[src/hw/rtl/kw1281_block_transfer_assert.svh]
// Assertion macros shared by the KW1281 block transfer RTL.
`ifndef KW1281_BLOCK_TRANSFER_ASSERT_SVH
`define KW1281_BLOCK_TRANSFER_ASSERT_SVH
`ifndef SYNTHESIS
// Check a property on every rising clk edge outside reset.
`define KW1281_ASSERT(lbl, prop) \
    lbl: assert property (@(posedge clk) disable iff (!rst_n) prop) \
        else $error("kw1281 assertion failed");
// Check that a condition never holds on a rising clk edge outside reset.
`define KW1281_ASSERT_NEVER(lbl, expr) \
    lbl: assert property (@(posedge clk) disable iff (!rst_n) !(expr)) \
        else $error("kw1281 forbidden condition seen");
`else
`define KW1281_ASSERT(lbl, prop)
`define KW1281_ASSERT_NEVER(lbl, expr)
`endif
`endif

[src/hw/rtl/kw1281_pkg.sv]
// Types and constants shared by the KW1281 block transfer RTL.
package kw1281_pkg;

    localparam logic [2:0] FUNC_START_RX  = 3'd0;
    localparam logic [2:0] FUNC_RX_BYTE   = 3'd1;
    localparam logic [2:0] FUNC_TICK      = 3'd2;
    localparam logic [2:0] FUNC_TX_BYTE   = 3'd3;
    localparam logic [2:0] FUNC_CLEAR_CNT = 3'd4;

    localparam logic [7:0]  BYTE_MASK     = 8'hFF;
    localparam logic [15:0] TICKS_MAX     = 16'hFFFF;
    localparam logic [15:0] TIMEOUT_RESET = 16'd1100;

    // Register index, taken from paddr[2]
    localparam logic REG_TIMEOUT = 1'b0;

    typedef enum logic [1:0] {
        MODE_IDLE,
        MODE_RX,
        MODE_WAIT_COMPL,
        MODE_TX
    } mode_t;

    typedef enum logic [2:0] {
        ERR_NONE,
        ERR_TOO_LONG,
        ERR_BAD_COUNTER,
        ERR_NO_RESPONSE,
        ERR_TIMEOUT,
        ERR_BAD_COMPL,
        ERR_SEQUENCE
    } err_t;

    typedef struct packed {
        logic [2:0] func;
        logic [7:0] data;
        logic [6:0] expected_size;
        logic [6:0] size_limit;
        logic       last_byte;
    } item_t;

    typedef struct packed {
        logic       tx_valid;
        logic [7:0] tx_data;
        logic       rx_valid;
        logic [5:0] rx_index;
        logic       block_done;
        err_t       error_code;
        logic [7:0] counter_value;
    } result_t;

endpackage

[src/hw/rtl/kw1281_engine.sv]
// KW1281 protocol state and the single-pass decision logic for one transaction.
module kw1281_engine #(
    parameter int MAX_BLOCK = 64
) (
    input  logic                clk,
    input  logic                rst_n,
    input  logic                step,
    input  kw1281_pkg::item_t   item,
    input  logic [15:0]         timeout_ticks,
    output kw1281_pkg::result_t res
);

    kw1281_pkg::mode_t mode_reg, mode_next;
    logic [7:0]  block_count_reg, block_count_next;
    logic [6:0]  received_reg, received_next;
    logic [8:0]  target_reg, target_next;
    logic [6:0]  limit_reg, limit_next;
    logic        ack_reg, ack_next;
    logic [7:0]  sent_byte_reg, sent_byte_next;
    logic [15:0] ticks_reg, ticks_next;

    logic [6:0]  lim_clamped;
    logic        start_ok;
    logic [8:0]  tgt_from_byte;
    logic [8:0]  tgt_eff;
    logic [7:0]  cnt;
    logic        rx_len_err;
    logic        rx_cnt_err;
    logic        rx_last;
    logic        rx_ack;
    logic        compl_ok;
    logic [15:0] ticks_inc;
    logic        tick_active;
    logic        tick_expired;
    logic        tx_allowed;

    // Shared decisions
    assign lim_clamped   = ({3'b000, item.size_limit} > 10'(MAX_BLOCK)) ? 7'(MAX_BLOCK)
                                                                        : item.size_limit;
    assign start_ok      = item.expected_size <= lim_clamped;
    assign tgt_from_byte = {1'b0, item.data} + 9'd1;
    assign tgt_eff       = (target_reg == 9'd0) ? tgt_from_byte : target_reg;
    assign cnt           = {1'b0, received_reg} + 8'd1;
    assign rx_len_err    = (target_reg == 9'd0) && (tgt_from_byte > {2'b00, limit_reg});
    assign rx_cnt_err    = !rx_len_err && ack_reg && (cnt == 8'd2)
                           && (item.data != block_count_reg);
    assign rx_last       = {1'b0, cnt} >= tgt_eff;
    assign rx_ack        = (!ack_reg && ({1'b0, cnt} == tgt_eff))
                           || (ack_reg && ({1'b0, cnt} < tgt_eff));
    assign compl_ok      = item.data == (sent_byte_reg ^ kw1281_pkg::BYTE_MASK);
    assign ticks_inc     = (ticks_reg != kw1281_pkg::TICKS_MAX) ? ticks_reg + 16'd1
                                                                : ticks_reg;
    assign tick_expired  = ticks_inc >= timeout_ticks;
    assign tick_active   = (mode_reg == kw1281_pkg::MODE_RX)
                           || (mode_reg == kw1281_pkg::MODE_WAIT_COMPL);
    assign tx_allowed    = (mode_reg == kw1281_pkg::MODE_IDLE)
                           || (mode_reg == kw1281_pkg::MODE_TX);

    // Next mode
    always_comb
    begin
        mode_next = mode_reg;
        unique case (item.func)
            kw1281_pkg::FUNC_START_RX:
            begin
                mode_next = start_ok ? kw1281_pkg::MODE_RX : kw1281_pkg::MODE_IDLE;
            end
            kw1281_pkg::FUNC_RX_BYTE:
            begin
                if (mode_reg == kw1281_pkg::MODE_RX)
                begin
                    if (rx_len_err || rx_cnt_err || rx_last)
                        mode_next = kw1281_pkg::MODE_IDLE;
                end
                else if (mode_reg == kw1281_pkg::MODE_WAIT_COMPL)
                begin
                    mode_next = compl_ok ? kw1281_pkg::MODE_TX : kw1281_pkg::MODE_IDLE;
                end
            end
            kw1281_pkg::FUNC_TICK:
            begin
                if (tick_active && tick_expired)
                    mode_next = kw1281_pkg::MODE_IDLE;
            end
            kw1281_pkg::FUNC_TX_BYTE:
            begin
                if (tx_allowed)
                    mode_next = item.last_byte ? kw1281_pkg::MODE_IDLE
                                               : kw1281_pkg::MODE_WAIT_COMPL;
            end
            default:
            begin
                mode_next = mode_reg;
            end
        endcase
    end

    // Result and the remaining state
    always_comb
    begin
        block_count_next = block_count_reg;
        received_next    = received_reg;
        target_next      = target_reg;
        limit_next       = limit_reg;
        ack_next         = ack_reg;
        sent_byte_next   = sent_byte_reg;
        ticks_next       = ticks_reg;
        res              = '0;
        res.error_code   = kw1281_pkg::ERR_NONE;

        unique case (item.func)
            kw1281_pkg::FUNC_START_RX:
            begin
                if (!start_ok)
                begin
                    res.error_code = kw1281_pkg::ERR_TOO_LONG;
                end
                else
                begin
                    target_next   = {2'b00, item.expected_size};
                    limit_next    = lim_clamped;
                    received_next = 7'd0;
                    ack_next      = item.expected_size == 7'd0;
                    ticks_next    = 16'd0;
                end
            end
            kw1281_pkg::FUNC_RX_BYTE:
            begin
                if (mode_reg == kw1281_pkg::MODE_RX)
                begin
                    // The length byte sets the target even when it is then rejected
                    if (target_reg == 9'd0)
                        target_next = tgt_from_byte;
                    if (rx_len_err)
                    begin
                        res.error_code = kw1281_pkg::ERR_TOO_LONG;
                    end
                    else if (rx_cnt_err)
                    begin
                        res.error_code = kw1281_pkg::ERR_BAD_COUNTER;
                    end
                    else
                    begin
                        received_next = cnt[6:0];
                        res.rx_valid  = 1'b1;
                        res.rx_index  = received_reg[5:0];
                        if (rx_ack)
                        begin
                            res.tx_valid = 1'b1;
                            res.tx_data  = item.data ^ kw1281_pkg::BYTE_MASK;
                        end
                        ticks_next = 16'd0;
                        if (rx_last)
                        begin
                            block_count_next = block_count_reg + 8'd1;
                            res.block_done   = 1'b1;
                        end
                    end
                end
                else if (mode_reg == kw1281_pkg::MODE_WAIT_COMPL)
                begin
                    if (compl_ok)
                        ticks_next = 16'd0;
                    else
                        res.error_code = kw1281_pkg::ERR_BAD_COMPL;
                end
                else
                begin
                    res.error_code = kw1281_pkg::ERR_SEQUENCE;
                end
            end
            kw1281_pkg::FUNC_TICK:
            begin
                if (tick_active)
                begin
                    ticks_next = ticks_inc;
                    if (tick_expired)
                    begin
                        if ((mode_reg == kw1281_pkg::MODE_RX) && (received_reg == 7'd0))
                            res.error_code = kw1281_pkg::ERR_NO_RESPONSE;
                        else
                            res.error_code = kw1281_pkg::ERR_TIMEOUT;
                    end
                end
            end
            kw1281_pkg::FUNC_TX_BYTE:
            begin
                if (tx_allowed)
                begin
                    res.tx_valid = 1'b1;
                    res.tx_data  = item.data;
                    if (item.last_byte)
                    begin
                        block_count_next = block_count_reg + 8'd1;
                        res.block_done   = 1'b1;
                    end
                    else
                    begin
                        sent_byte_next = item.data;
                        ticks_next     = 16'd0;
                    end
                end
                else
                begin
                    res.error_code = kw1281_pkg::ERR_SEQUENCE;
                end
            end
            kw1281_pkg::FUNC_CLEAR_CNT:
            begin
                block_count_next = 8'd0;
            end
            default:
            begin
                block_count_next = block_count_reg;
            end
        endcase

        res.counter_value = block_count_next;
    end

    always_ff @(posedge clk or negedge rst_n)
    begin
        if (!rst_n)
        begin
            mode_reg        <= kw1281_pkg::MODE_IDLE;
            block_count_reg <= 8'd0;
            received_reg    <= 7'd0;
            target_reg      <= 9'd0;
            limit_reg       <= 7'd0;
            ack_reg         <= 1'b0;
            sent_byte_reg   <= 8'd0;
            ticks_reg       <= 16'd0;
        end
        else if (step)
        begin
            mode_reg        <= mode_next;
            block_count_reg <= block_count_next;
            received_reg    <= received_next;
            target_reg      <= target_next;
            limit_reg       <= limit_next;
            ack_reg         <= ack_next;
            sent_byte_reg   <= sent_byte_next;
            ticks_reg       <= ticks_next;
        end
    end

`include "kw1281_block_transfer_assert.svh"

    `KW1281_ASSERT(a_done_to_idle,
        step && res.block_done |=> mode_reg == kw1281_pkg::MODE_IDLE)
    `KW1281_ASSERT(a_err_to_idle,
        step && (res.error_code != kw1281_pkg::ERR_NONE)
        && (res.error_code != kw1281_pkg::ERR_SEQUENCE)
        |=> mode_reg == kw1281_pkg::MODE_IDLE)
    `KW1281_ASSERT(a_clear_count,
        step && (item.func == kw1281_pkg::FUNC_CLEAR_CNT) |=> block_count_reg == 8'd0)

endmodule

[src/hw/rtl/kw1281_block_transfer.sv]
// KW1281 block transfer engine top level: handshakes, config register, pipeline registers.
//
// Usage: every input transaction carries one byte event (start receive, received byte,
// tick, byte to send, clear counter) on func/data/expected_size/size_limit/last_byte,
// qualified by in_valid/in_ready. Every input transaction yields exactly one result
// transaction on tx_valid/tx_data/rx_valid/rx_index/block_done/error_code/counter_value,
// qualified by out_valid/out_ready, in the same order.
// Path: an accepted transaction goes to the input register, its result to the result
// register. Throughput: one transaction per cycle while out_ready is high; the protocol
// state update is one pass of combinational logic between the two registers.
// Stall: while out_ready is low the result is held, one more transaction is taken into
// the input register, and then in_ready drops until the result is consumed.
// Reset (rst_n low, asynchronous): both registers empty, the engine idle, the block
// counter zero and timeout_ticks back to 1100.
// Config: the APB port holds timeout_ticks at byte address 0; write it only while idle.
module kw1281_block_transfer #(
    parameter int MAX_BLOCK = 64
) (
    input  logic        clk,
    input  logic        rst_n,
    // input channel
    input  logic        in_valid,
    output logic        in_ready,
    input  logic [2:0]  func,
    input  logic [7:0]  data,
    input  logic [6:0]  expected_size,
    input  logic [6:0]  size_limit,
    input  logic        last_byte,
    // result channel
    output logic        out_valid,
    input  logic        out_ready,
    output logic        tx_valid,
    output logic [7:0]  tx_data,
    output logic        rx_valid,
    output logic [5:0]  rx_index,
    output logic        block_done,
    output logic [2:0]  error_code,
    output logic [7:0]  counter_value,
    // config port
    input  logic        psel,
    input  logic        penable,
    input  logic        pwrite,
    input  logic [2:0]  paddr,
    input  logic [31:0] pwdata,
    output logic [31:0] prdata,
    output logic        pready
);

    logic                in_valid_reg, in_valid_next;
    kw1281_pkg::item_t   in_item_reg;
    logic                out_valid_reg, out_valid_next;
    kw1281_pkg::result_t out_res_reg;
    kw1281_pkg::result_t step_res;
    logic [15:0]         timeout_reg, timeout_next;
    logic                advance;
    logic                cfg_write;
    logic                cfg_hit;

    // Move the held transaction into the result register whenever that slot frees up
    assign advance  = in_valid_reg && (!out_valid_reg || out_ready);
    assign in_ready = !in_valid_reg || advance;

    always_comb
    begin
        in_valid_next = in_valid_reg;
        if (in_valid && in_ready)
            in_valid_next = 1'b1;
        else if (advance)
            in_valid_next = 1'b0;

        out_valid_next = out_valid_reg;
        if (advance)
            out_valid_next = 1'b1;
        else if (out_ready)
            out_valid_next = 1'b0;
    end

    always_ff @(posedge clk or negedge rst_n)
    begin
        if (!rst_n)
        begin
            in_valid_reg  <= 1'b0;
            out_valid_reg <= 1'b0;
        end
        else
        begin
            in_valid_reg  <= in_valid_next;
            out_valid_reg <= out_valid_next;
        end
    end

    // Payload registers: capture on acceptance, hold otherwise
    always_ff @(posedge clk)
    begin
        if (in_valid && in_ready)
        begin
            in_item_reg.func          <= func;
            in_item_reg.data          <= data;
            in_item_reg.expected_size <= expected_size;
            in_item_reg.size_limit    <= size_limit;
            in_item_reg.last_byte     <= last_byte;
        end
        if (advance)
            out_res_reg <= step_res;
    end

    kw1281_engine #(
        .MAX_BLOCK (MAX_BLOCK)
    ) u_engine (
        .clk           (clk),
        .rst_n         (rst_n),
        .step          (advance),
        .item          (in_item_reg),
        .timeout_ticks (timeout_reg),
        .res           (step_res)
    );

    // Config register: register index is paddr[2], byte offset ignored
    assign pready    = 1'b1;
    assign cfg_hit   = paddr[2] == kw1281_pkg::REG_TIMEOUT;
    assign cfg_write = psel && penable && pwrite && pready;

    always_comb
    begin
        timeout_next = timeout_reg;
        if (cfg_write && cfg_hit)
            timeout_next = pwdata[15:0];
    end

    always_ff @(posedge clk or negedge rst_n)
    begin
        if (!rst_n)
            timeout_reg <= kw1281_pkg::TIMEOUT_RESET;
        else
            timeout_reg <= timeout_next;
    end

    assign prdata = cfg_hit ? {16'd0, timeout_reg} : 32'd0;

    // Result ports
    assign out_valid     = out_valid_reg;
    assign tx_valid      = out_res_reg.tx_valid;
    assign tx_data       = out_res_reg.tx_data;
    assign rx_valid      = out_res_reg.rx_valid;
    assign rx_index      = out_res_reg.rx_index;
    assign block_done    = out_res_reg.block_done;
    assign error_code    = out_res_reg.error_code;
    assign counter_value = out_res_reg.counter_value;

`include "kw1281_block_transfer_assert.svh"

    `KW1281_ASSERT(a_held_item_stays, in_valid_reg && !advance |=> in_valid_reg)
    `KW1281_ASSERT_NEVER(a_ok_with_error, out_valid && (rx_valid || block_done) && (error_code != kw1281_pkg::ERR_NONE))
    `KW1281_ASSERT_NEVER(a_tx_data_idle, out_valid && !tx_valid && (tx_data != 8'd0))
    `KW1281_ASSERT(a_advance_fills_out, advance |=> out_valid_reg)

endmodule
[config.mk]
export PLATFORM = sky130hd
export DESIGN_NAME = kw1281_block_transfer
export DESIGN_NICKNAME = d
export VERILOG_FILES = /design/src/hw/rtl/kw1281_pkg.sv /design/src/hw/rtl/kw1281_engine.sv /design/src/hw/rtl/kw1281_block_transfer.sv
export VERILOG_INCLUDE_DIRS = /design/src /design/src/hw/rtl
export SDC_FILE = /design/constraint.sdc
export NUM_CORES = 1
export LEC_CHECK = 0
export BUFFER_PORTS_ARGS = -buffer_cell sky130_fd_sc_hd__buf_2
export CORE_MARGIN = 1
export CORE_UTILIZATION = 52
export DETAILED_ROUTE_END_ITERATION = 8
export GPL_TIMING_DRIVEN = 0
export HOLD_SLACK_MARGIN = 0.05
export PLACE_DENSITY = 0.77
export SLEW_MARGIN = 0
export SYNTH_ARGS = -nofsm -noshare
export SYNTH_HDL_FRONTEND = slang
export SYNTH_SLANG_ARGS = --single-unit
[constraint.sdc]
create_clock -name clk -period 3.3 [get_ports clk]
set_clock_uncertainty 0.1 [all_clocks]
set_input_delay 0.99 -clock clk [delete_from_list [all_inputs] [get_ports clk]]
set_output_delay 0.99 -clock clk [all_outputs]
set_load 0.05 [all_outputs]
==> impl_metrics.xml, run 1 <==
<?xml version="1.0" encoding="UTF-8"?>
<metrics>
  <group name="worst_setup_path">
    <metric name="signal_arrival_time_at_the_worst_endpoint" unit="ps">3740</metric>
    <metric name="crit_path_max_fanout" unit="">5</metric>
    <metric name="startpoint" unit="">u_engine.ticks_reg[7]$_DFFE_PN0P_</metric>
    <metric name="timing.critical_path.cells" unit="">and2_4 &gt; nand4_1 &gt; buf_4 &gt; or3_4 &gt; buf_6 &gt; nand3_2 &gt; o21a_1 &gt; ha_4 &gt; a21o_1 &gt; a211o_1 &gt; o2bb2ai_2 &gt; a31oi_4 &gt; a221oi_4 &gt; mux2_4</metric>
    <metric name="cp.depth" unit="">14</metric>
    <metric name="worst_setup_path_endpoint" unit="">u_engine.mode_reg[0]$_DFFE_PN0P_</metric>
    <metric name="worst_reg_to_reg_path_cell_count" unit="">14</metric>
    <metric name="crit_path_start_kind" unit="">flop</metric>
    <metric name="worst_reg2reg_startpoint" unit="">u_engine.ticks_reg[7]$_DFFE_PN0P_</metric>
    <metric name="critical_path.n_buffers_inverters" unit="">2</metric>
    <metric name="setup.reg_to_reg.worst_slack" unit="ps">-230</metric>
    <metric name="required_time_reported_for_the_critical_path_endpoint" unit="ps">3510</metric>
    <metric name="worst_path_dominant_cell_family" unit="">compound AO/OA/AOI/OAI gates</metric>
    <metric name="cpMaxStageDelayCell" unit="">sky130_fd_sc_hd__dfrtp_1</metric>
    <metric name="worst_setup_path_end_kind" unit="">flop</metric>
    <metric name="timing.rr.end" unit="">u_engine.mode_reg[0]$_DFFE_PN0P_</metric>
    <metric name="critPathMaxStageDelay" unit="ps">460</metric>
    <metric name="timing.setup.critical_path_class" unit="">flop to flop</metric>
  </group>
  <group name="floorplan">
    <metric name="dieHeight" unit="µm">126</metric>
    <metric name="core-area" unit="mm²">0.0148</metric>
    <metric name="effective_utilization_at_floorplan" unit="%">54.0</metric>
    <metric name="die_width" unit="µm">126</metric>
    <metric name="fp-row-count" unit="">44</metric>
    <metric name="ios" unit="">131</metric>
    <metric name="design.die.area" unit="mm²">0.0158</metric>
  </group>
  <group name="cells_and_area">
    <metric name="layout.cells.most_common_list" unit="">100 x sky130_fd_sc_hd__buf_2, 80 x sky130_fd_sc_hd__buf_4, 67 x sky130_fd_sc_hd__nand2_1, 66 x sky130_fd_sc_hd__dfrtp_1</metric>
    <metric name="seq_area" unit="mm²">0.00354</metric>
    <metric name="combined_area_of_the_multi_input_logic_cells" unit="mm²">0.00459</metric>
    <metric name="finish.instance_area" unit="mm²">0.0104</metric>
    <metric name="drive_gt1_share" unit="%">36.5</metric>
    <metric name="area_growth" unit="%">31.1</metric>
    <metric name="n_fill_cell" unit="">1030</metric>
    <metric name="n_antenna_cell" unit="">0</metric>
    <metric name="final_common_cell" unit="">sky130_fd_sc_hd__buf_2</metric>
    <metric name="number_of_flip_flops_under_the_largest_register_name" unit="">26</metric>
    <metric name="layout.cells.non_filler" unit="">1172</metric>
    <metric name="nNetsFinal" unit="">1088</metric>
  </group>
  <group name="outcome">
    <metric name="outcome" unit="">finished with violations</metric>
    <metric name="failed_checks" unit="">setup timing</metric>
  </group>
  <group name="run">
    <metric name="cap_violations" unit="">0</metric>
  </group>
  <group name="synthesis">
    <metric name="synth_flop_cell" unit="">sky130_fd_sc_hd__dfrtp_1</metric>
    <metric name="area_of_the_mapped_netlist" unit="mm²">0.00797</metric>
    <metric name="seq_area_frac_synth" unit="%">44.3</metric>
    <metric name="synth.distinct_cells" unit="">88</metric>
    <metric name="ys.warnings.count" unit="">0</metric>
    <metric name="synthesis.area_per_instance" unit="µm²">10.2</metric>
    <metric name="asyncSetResetFlopFracSynth" unit="%">58.5</metric>
    <metric name="netlist_instances" unit="">783</metric>
    <metric name="synth_edf_count" unit="">54</metric>
    <metric name="ys_ff_latch" unit="">130</metric>
  </group>
  <group name="power">
    <metric name="power_density" unit="mW/mm²">578</metric>
    <metric name="maximum_ir_drop_on_the_vdd_rail" unit="mV">0.456</metric>
    <metric name="power_leakage" unit="µW">0.00468</metric>
    <metric name="finalPower" unit="µW">6030</metric>
  </group>
  <group name="timing">
    <metric name="post-route-worst-setup-slack" unit="ps">-234</metric>
    <metric name="report.final.setup_viol" unit="">8</metric>
    <metric name="period_needed" unit="ps">3530</metric>
    <metric name="final_layout_setup_total_negative_slack" unit="ps">-1080</metric>
    <metric name="timing.fmax" unit="MHz">283</metric>
    <metric name="fin_hold_ws" unit="ps">405</metric>
    <metric name="maxSlewViolCount" unit="">0</metric>
    <metric name="timing_hold_violations_final" unit="">0</metric>
    <metric name="max-slew-margin-rel" unit="%">24.4</metric>
    <metric name="rsz0062_at_grt" unit="">yes</metric>
    <metric name="worstMarginPinSlew" unit="ps">1130</metric>
    <metric name="period_share" unit="%">107</metric>
  </group>
  <group name="clocking">
    <metric name="cts_buffer_count" unit="">17</metric>
    <metric name="cts-root-to-sink-buffers" unit="">2</metric>
    <metric name="cts_tree" unit="">built</metric>
    <metric name="clock-root-buffer" unit="">sky130_fd_sc_hd__clkbuf_16</metric>
    <metric name="insertion_delay" unit="ps">430</metric>
    <metric name="worst_setup_hold_path_clk_slew" unit="ps">60</metric>
    <metric name="clock_sinks" unit="">130</metric>
    <metric name="cts_max_level" unit="">4</metric>
  </group>
  <group name="grt">
    <metric name="first_pass_grt_wire_length" unit="µm">31500</metric>
    <metric name="grt_max_degree" unit="">45</metric>
    <metric name="vias_in_the_first_global_route" unit="">6178</metric>
    <metric name="overflow" unit="">0</metric>
    <metric name="track_usage" unit="%">25.6</metric>
    <metric name="antenna_found_initial" unit="">0</metric>
  </group>
  <group name="placed_design">
    <metric name="hpwl_reported_at_the_end_of_detailed_placement" unit="µm">13300</metric>
    <metric name="port_buffers" unit="">94</metric>
    <metric name="dpl_cell_area" unit="mm²">0.00883</metric>
    <metric name="gp_congestion" unit="">0.926</metric>
    <metric name="placed_cells" unit="">1077</metric>
  </group>
  <group name="routing">
    <metric name="ant_nets_after_route" unit="">0</metric>
    <metric name="route.vias.total" unit="">6938</metric>
    <metric name="count_of_routing_violations_after_the_opening_detailed_route_iteration" unit="">743</metric>
    <metric name="drt_pre_antenna_iters" unit="">5</metric>
    <metric name="finalWirelength" unit="µm">21600</metric>
    <metric name="wirelength_per_cell" unit="µm">18.4</metric>
    <metric name="detail_route.vias_per_cell" unit="">5.92</metric>
    <metric name="number_of_drc_violations_after_detailed_routing" unit="">0</metric>
  </group>
  <group name="min_path">
    <metric name="hold_path_startpoint" unit="">in_valid_reg$_DFFE_PN0P_</metric>
    <metric name="min-delay-path-class" unit="">flop to flop</metric>
  </group>
</metrics>
cell type report:
cell class	instances	share of cell area, %
buffer	52	3.14
clock buffer	19	4.14
clock inverter	13	1.53
inverter	42	1.51
multi-input combinational	572	44.0
sequential	130	33.9
tap	184	2.20
timing repair buffer	160	9.67
logic make-up (layout without fill, tap and decap cells):
kind of cell | Yosys count | count (layout) | synth area share [%]
flops | 130 | 130 | 44.3
simple gates | 264 | 264 | 18.0
mux | 39 | 39 | 5.53
fa+ha+maj | 45 | 45 | 7.07
xor+xnor | 40 | 40 | 4.40
compound gates | 167 | 167 | 14.9
buf+inv | 96 | 286 | 5.75
other cells | 2 | 17 | 0.0943
power by group:
group | total (µW) | switching [µW] | internal (µW)
Sequential | 2150 | 194 | 1960
Combinational | 1970 | 1200 | 773
Clock | 1910 | 725 | 1190
Total | 6030 | 2120 | 3910
metal layers:
layer  routed length, µm  up-vias  track usage [%]
li1                    -     3189                -
met1                8930     3305             34.7
met2               10300      361             39.6
met3                1530       83             5.56
met4                 891        0             11.3
met5                   0        -                0
Yosys cell counts, drive strengths merged, types with 15 or more instances:
cell type	number	area, µm²
a21oi	35	179
xnor2	15	131
o21ai	40	200
dfrtp	72	1800
clkbuf	20	75.1
nand3	30	155
nor3	19	123
edfxtp	54	1620
ha	45	563
nor2	60	235
mux2	31	360
a21o	15	114
nand2	71	269
inv	42	158
xor2	25	219
buf	34	225
timing repair:
item | 4_1_cts | 5_1_grt
gates cloned | 1 | 0
endpoints found under the setup margin | 35 | 51
gates resized for setup | 28 | 71
pin swaps | 19 | 43
buffers inserted | 24 | 40
hold buffers | 0 | 0
how the worst min path moves through the flow:
stage,endpoint,slack (ps),cells past startpoint
after detailed placement,timeout_reg[5]$_DFFE_PN0P_,390,1
after global routing,timeout_reg[4]$_DFFE_PN0P_,410,1
after floorplan,out_valid$_DFFE_PN0P_,360,1
final,out_valid$_DFFE_PN0P_,410,1
after CTS,timeout_reg[5]$_DFFE_PN0P_,410,1
after global placement,out_valid$_DFFE_PN0P_,380,1
metrics by stage:
step | util [%] | worst slack [ps]
6_report | 70.8 | -234
5_1_grt | 70.8 | -356
2_1_floorplan | - | -111
3_5_place_dp | 59.8 | -598
3_3_place_gp | 59.6 | -558
4_1_cts | 65.9 | -97.4
No activity file was read; power rests on OpenSTA's default activity.
==> run 2, diff against run 1 <==
--- a/config.mk
+++ b/config.mk
@@ -10,7 +10,6 @@
 export CORE_MARGIN = 1
 export CORE_UTILIZATION = 52
 export DETAILED_ROUTE_END_ITERATION = 8
-export GPL_TIMING_DRIVEN = 0
 export HOLD_SLACK_MARGIN = 0.05
 export PLACE_DENSITY = 0.77
 export SLEW_MARGIN = 0
==> run 2 against run 1 <==
Net effect: the run still ends with setup timing left; die area is the same; clock-buffer cell count grew 2; wire length shrank 4.5%; first-iteration DRC count shrank 6.9%; final cell count shrank 1.2%; combinational power shrank 9%; design area shrank 2.8%; worst setup slack lost 1.6 ps; largest cell class unchanged.
==> impl_metrics.xml, run 2 (synthesized netlist as in run 1, its figures left out) <==
<?xml version="1.0" encoding="UTF-8"?>
<metrics>
  <group name="grt">
    <metric name="first_pass_grt_wire_length" unit="µm">32300</metric>
    <metric name="grt_max_degree" unit="">77</metric>
    <metric name="track_usage" unit="%">26.1</metric>
    <metric name="vias_in_the_first_global_route" unit="">6383</metric>
    <metric name="antenna_found_initial" unit="">0</metric>
    <metric name="overflow" unit="">0</metric>
  </group>
  <group name="outcome">
    <metric name="outcome" unit="">finished with violations</metric>
    <metric name="failed_checks" unit="">setup timing</metric>
  </group>
  <group name="floorplan">
    <metric name="design.die.area" unit="mm²">0.0158</metric>
    <metric name="die_width" unit="µm">126</metric>
    <metric name="ios" unit="">131</metric>
    <metric name="core-area" unit="mm²">0.0148</metric>
    <metric name="dieHeight" unit="µm">126</metric>
    <metric name="effective_utilization_at_floorplan" unit="%">54.0</metric>
    <metric name="fp-row-count" unit="">44</metric>
  </group>
  <group name="worst_setup_path">
    <metric name="critical_path.n_buffers_inverters" unit="">13</metric>
    <metric name="required_time_reported_for_the_critical_path_endpoint" unit="ps">3560</metric>
    <metric name="worst_reg_to_reg_path_cell_count" unit="">21</metric>
    <metric name="signal_arrival_time_at_the_worst_endpoint" unit="ps">3800</metric>
    <metric name="critPathMaxStageDelay" unit="ps">400</metric>
    <metric name="timing.setup.critical_path_class" unit="">flop to flop</metric>
    <metric name="timing.critical_path.cells" unit="">ha_2 &gt; and2_4 &gt; nand4_1 &gt; buf_6 &gt; nor3_4 &gt; buf_4 &gt; nor3_4 &gt; nand3_2 &gt; buf_6 &gt; buf_4 &gt; buf_4 &gt; buf_4 &gt; buf_4 &gt; buf_4 &gt; buf_4 &gt; buf_4 &gt; buf_4 &gt; buf_4 &gt; buf_4 &gt; nor4_1 &gt; a211o_1</metric>
    <metric name="crit_path_max_fanout" unit="">5</metric>
    <metric name="worst_setup_path_end_kind" unit="">flop</metric>
    <metric name="setup.reg_to_reg.worst_slack" unit="ps">-240</metric>
    <metric name="crit_path_start_kind" unit="">flop</metric>
    <metric name="worst_path_dominant_cell_family" unit="">buffers and inverters</metric>
    <metric name="worst_reg2reg_startpoint" unit="">u_engine.ticks_reg[1]$_DFFE_PN0P_</metric>
    <metric name="timing.rr.end" unit="">u_engine.ticks_reg[8]$_DFFE_PN0P_</metric>
    <metric name="cpMaxStageDelayCell" unit="">sky130_fd_sc_hd__dfrtp_1</metric>
    <metric name="timing.critical_path.mode_cell" unit="">sky130_fd_sc_hd__buf_4</metric>
  </group>
  <group name="placed_design">
    <metric name="placement.setup.worst_slack" unit="ps">-203</metric>
    <metric name="hpwl_reported_at_the_end_of_detailed_placement" unit="µm">13600</metric>
    <metric name="dpl_cell_area" unit="mm²">0.00908</metric>
    <metric name="gp_congestion" unit="">0.880</metric>
    <metric name="port_buffers" unit="">95</metric>
    <metric name="placed_cells" unit="">1101</metric>
  </group>
  <group name="clocking">
    <metric name="cts-root-to-sink-buffers" unit="">2</metric>
    <metric name="clock_sinks" unit="">130</metric>
    <metric name="cts_buffer_count" unit="">17</metric>
    <metric name="cts_tree" unit="">built</metric>
    <metric name="insertion_delay" unit="ps">430</metric>
    <metric name="cts_max_level" unit="">4</metric>
    <metric name="clock-root-buffer" unit="">sky130_fd_sc_hd__clkbuf_16</metric>
    <metric name="worst_setup_hold_path_clk_slew" unit="ps">60</metric>
  </group>
  <group name="timing">
    <metric name="worstMarginPinSlew" unit="ps">1010</metric>
    <metric name="period_needed" unit="ps">3540</metric>
    <metric name="report.final.setup_viol" unit="">6</metric>
    <metric name="fin_hold_ws" unit="ps">396</metric>
    <metric name="timing.fmax" unit="MHz">283</metric>
    <metric name="timing_hold_violations_final" unit="">0</metric>
    <metric name="maxSlewViolCount" unit="">0</metric>
    <metric name="max-slew-margin-rel" unit="%">32.6</metric>
    <metric name="period_share" unit="%">107</metric>
    <metric name="post-route-worst-setup-slack" unit="ps">-236</metric>
    <metric name="rsz0062_at_grt" unit="">yes</metric>
  </group>
  <group name="cells_and_area">
    <metric name="finish.instance_area" unit="mm²">0.0102</metric>
    <metric name="n_antenna_cell" unit="">0</metric>
    <metric name="layout.cells.most_common_list" unit="">100 x sky130_fd_sc_hd__buf_4, 94 x sky130_fd_sc_hd__buf_2, 72 x sky130_fd_sc_hd__dfrtp_1, 69 x sky130_fd_sc_hd__nand2_1, 55 x sky130_fd_sc_hd__nor2_1</metric>
    <metric name="layout.cells.non_filler" unit="">1158</metric>
    <metric name="area_growth" unit="%">27.5</metric>
    <metric name="drive_gt1_share" unit="%">35.0</metric>
    <metric name="n_fill_cell" unit="">1058</metric>
    <metric name="nNetsFinal" unit="">1074</metric>
    <metric name="number_of_flip_flops_under_the_largest_register_name" unit="">26</metric>
    <metric name="final_common_cell" unit="">sky130_fd_sc_hd__buf_4</metric>
  </group>
  <group name="routing">
    <metric name="ant_nets_after_route" unit="">0</metric>
    <metric name="drt_pre_antenna_iters" unit="">6</metric>
    <metric name="finalWirelength" unit="µm">20600</metric>
    <metric name="detail_route.vias_per_cell" unit="">5.88</metric>
    <metric name="number_of_drc_violations_after_detailed_routing" unit="">0</metric>
    <metric name="count_of_routing_violations_after_the_opening_detailed_route_iteration" unit="">692</metric>
    <metric name="wirelength_per_cell" unit="µm">17.8</metric>
    <metric name="route.vias.total" unit="">6804</metric>
  </group>
  <group name="power">
    <metric name="internal_power" unit="µW">3980</metric>
    <metric name="combPwrFrac" unit="%">29.9</metric>
    <metric name="net-switching-power" unit="µW">2010</metric>
    <metric name="power_leakage" unit="µW">0.00466</metric>
    <metric name="power_frac_seq" unit="%">36.0</metric>
    <metric name="power_frac_clock" unit="%">34.1</metric>
    <metric name="maximum_ir_drop_on_the_vdd_rail" unit="mV">0.463</metric>
    <metric name="sw_frac_of_total" unit="%">33.6</metric>
    <metric name="power_density" unit="mW/mm²">589</metric>
    <metric name="finalPower" unit="µW">5990</metric>
  </group>
  <group name="min_path">
    <metric name="hold_path_startpoint" unit="">in_valid_reg$_DFFE_PN0P_</metric>
    <metric name="hold_path_depth" unit="">1</metric>
    <metric name="min-delay-path-class" unit="">flop to flop</metric>
    <metric name="hold-path-endpoint" unit="">out_valid$_DFFE_PN0P_</metric>
  </group>
  <group name="run">
    <metric name="cap_violations" unit="">0</metric>
  </group>
</metrics>
## run 2: cell count changes in the layout (fill, tap and decap cells not counted), sizes merged
cell / change
buf: +6
inv: -1
clkinvlp: -3
bufinv: +1
clkinv: +1
clkbuf: -18
## run 2: what timing repair did
item	CTS	global route
endpoints found under the setup margin	16	48
gates resized for setup	17	28
hold endpoints to repair	0	0
setup buffers	17	8
pin swaps	14	33
hold buffers	0	0
## run 2: how the worst max path moves through the flow
| stage | end | slack (ps) | from | cells past startpoint |
|---|---|---|---|---|
| after floorplan | u_engine.mode_reg[0]$_DFFE_PN0P_ | -110 | u_engine.ticks_reg[0]$_DFFE_PN0P_ | 15 |
| after global placement | u_engine.mode_reg[0]$_DFFE_PN0P_ | -160 | u_engine.ticks_reg[1]$_DFFE_PN0P_ | 16 |
| after detailed placement | u_engine.mode_reg[1]$_DFFE_PN0P_ | -200 | u_engine.ticks_reg[1]$_DFFE_PN0P_ | 16 |
| after CTS | u_engine.mode_reg[1]$_DFFE_PN0P_ | -70 | u_engine.ticks_reg[1]$_DFFE_PN0P_ | 16 |
| after global routing | u_engine.ticks_reg[8]$_DFFE_PN0P_ | -360 | u_engine.ticks_reg[1]$_DFFE_PN0P_ | 21 |
| final | u_engine.ticks_reg[8]$_DFFE_PN0P_ | -240 | u_engine.ticks_reg[1]$_DFFE_PN0P_ | 21 |
## run 2: routing by layer
metal	global-route usage (%)	share of wire [%]
met1	34.9	42
met4	10.1	2.5
met2	42.6	49
met3	4.33	6.4
met5	0	0
## run 2: final cells by class
type / count / area (µm²) / area share [%]
Multi-Input combinational cell: 572 / 4330 / 42.6
Timing Repair Buffer: 198 / 1270 / 12.5
Tap cell: 184 / 230 / 2.27
Inverter: 42 / 158 / 1.55
Clock buffer: 21 / 470 / 4.63
Sequential cell: 130 / 3530 / 34.7
Clock inverter: 11 / 176 / 1.74
## run 2: power by group through the flow
stage          sequential [µW]  clock (µW)  combinational, µW
4_1_cts                   2140        2060               1660
3_5_place_dp              2170           0               1620
2_1_floorplan             2240           0               1070
6_report                  2150        2040               1790
3_3_place_gp              2160           0               1580
5_1_grt                   2180        2120               1930
## run 2: worst register-to-register path, delay by kind of cell, from the launching register on
family | cells | cell delay, ps
compound gates | 1 | 160
fa+ha+maj | 1 | 180
buf+inv | 13 | 1650
flops | 1 | 400
simple gates | 6 | 990
## run 2: stage by stage
stage	util [%]	TNS [ps]
finish	68.8	-1060
global placement	61.6	-638
global route	68.8	-2310
CTS	67.4	-295
floorplan	-	-324
detailed placement	61.6	-860
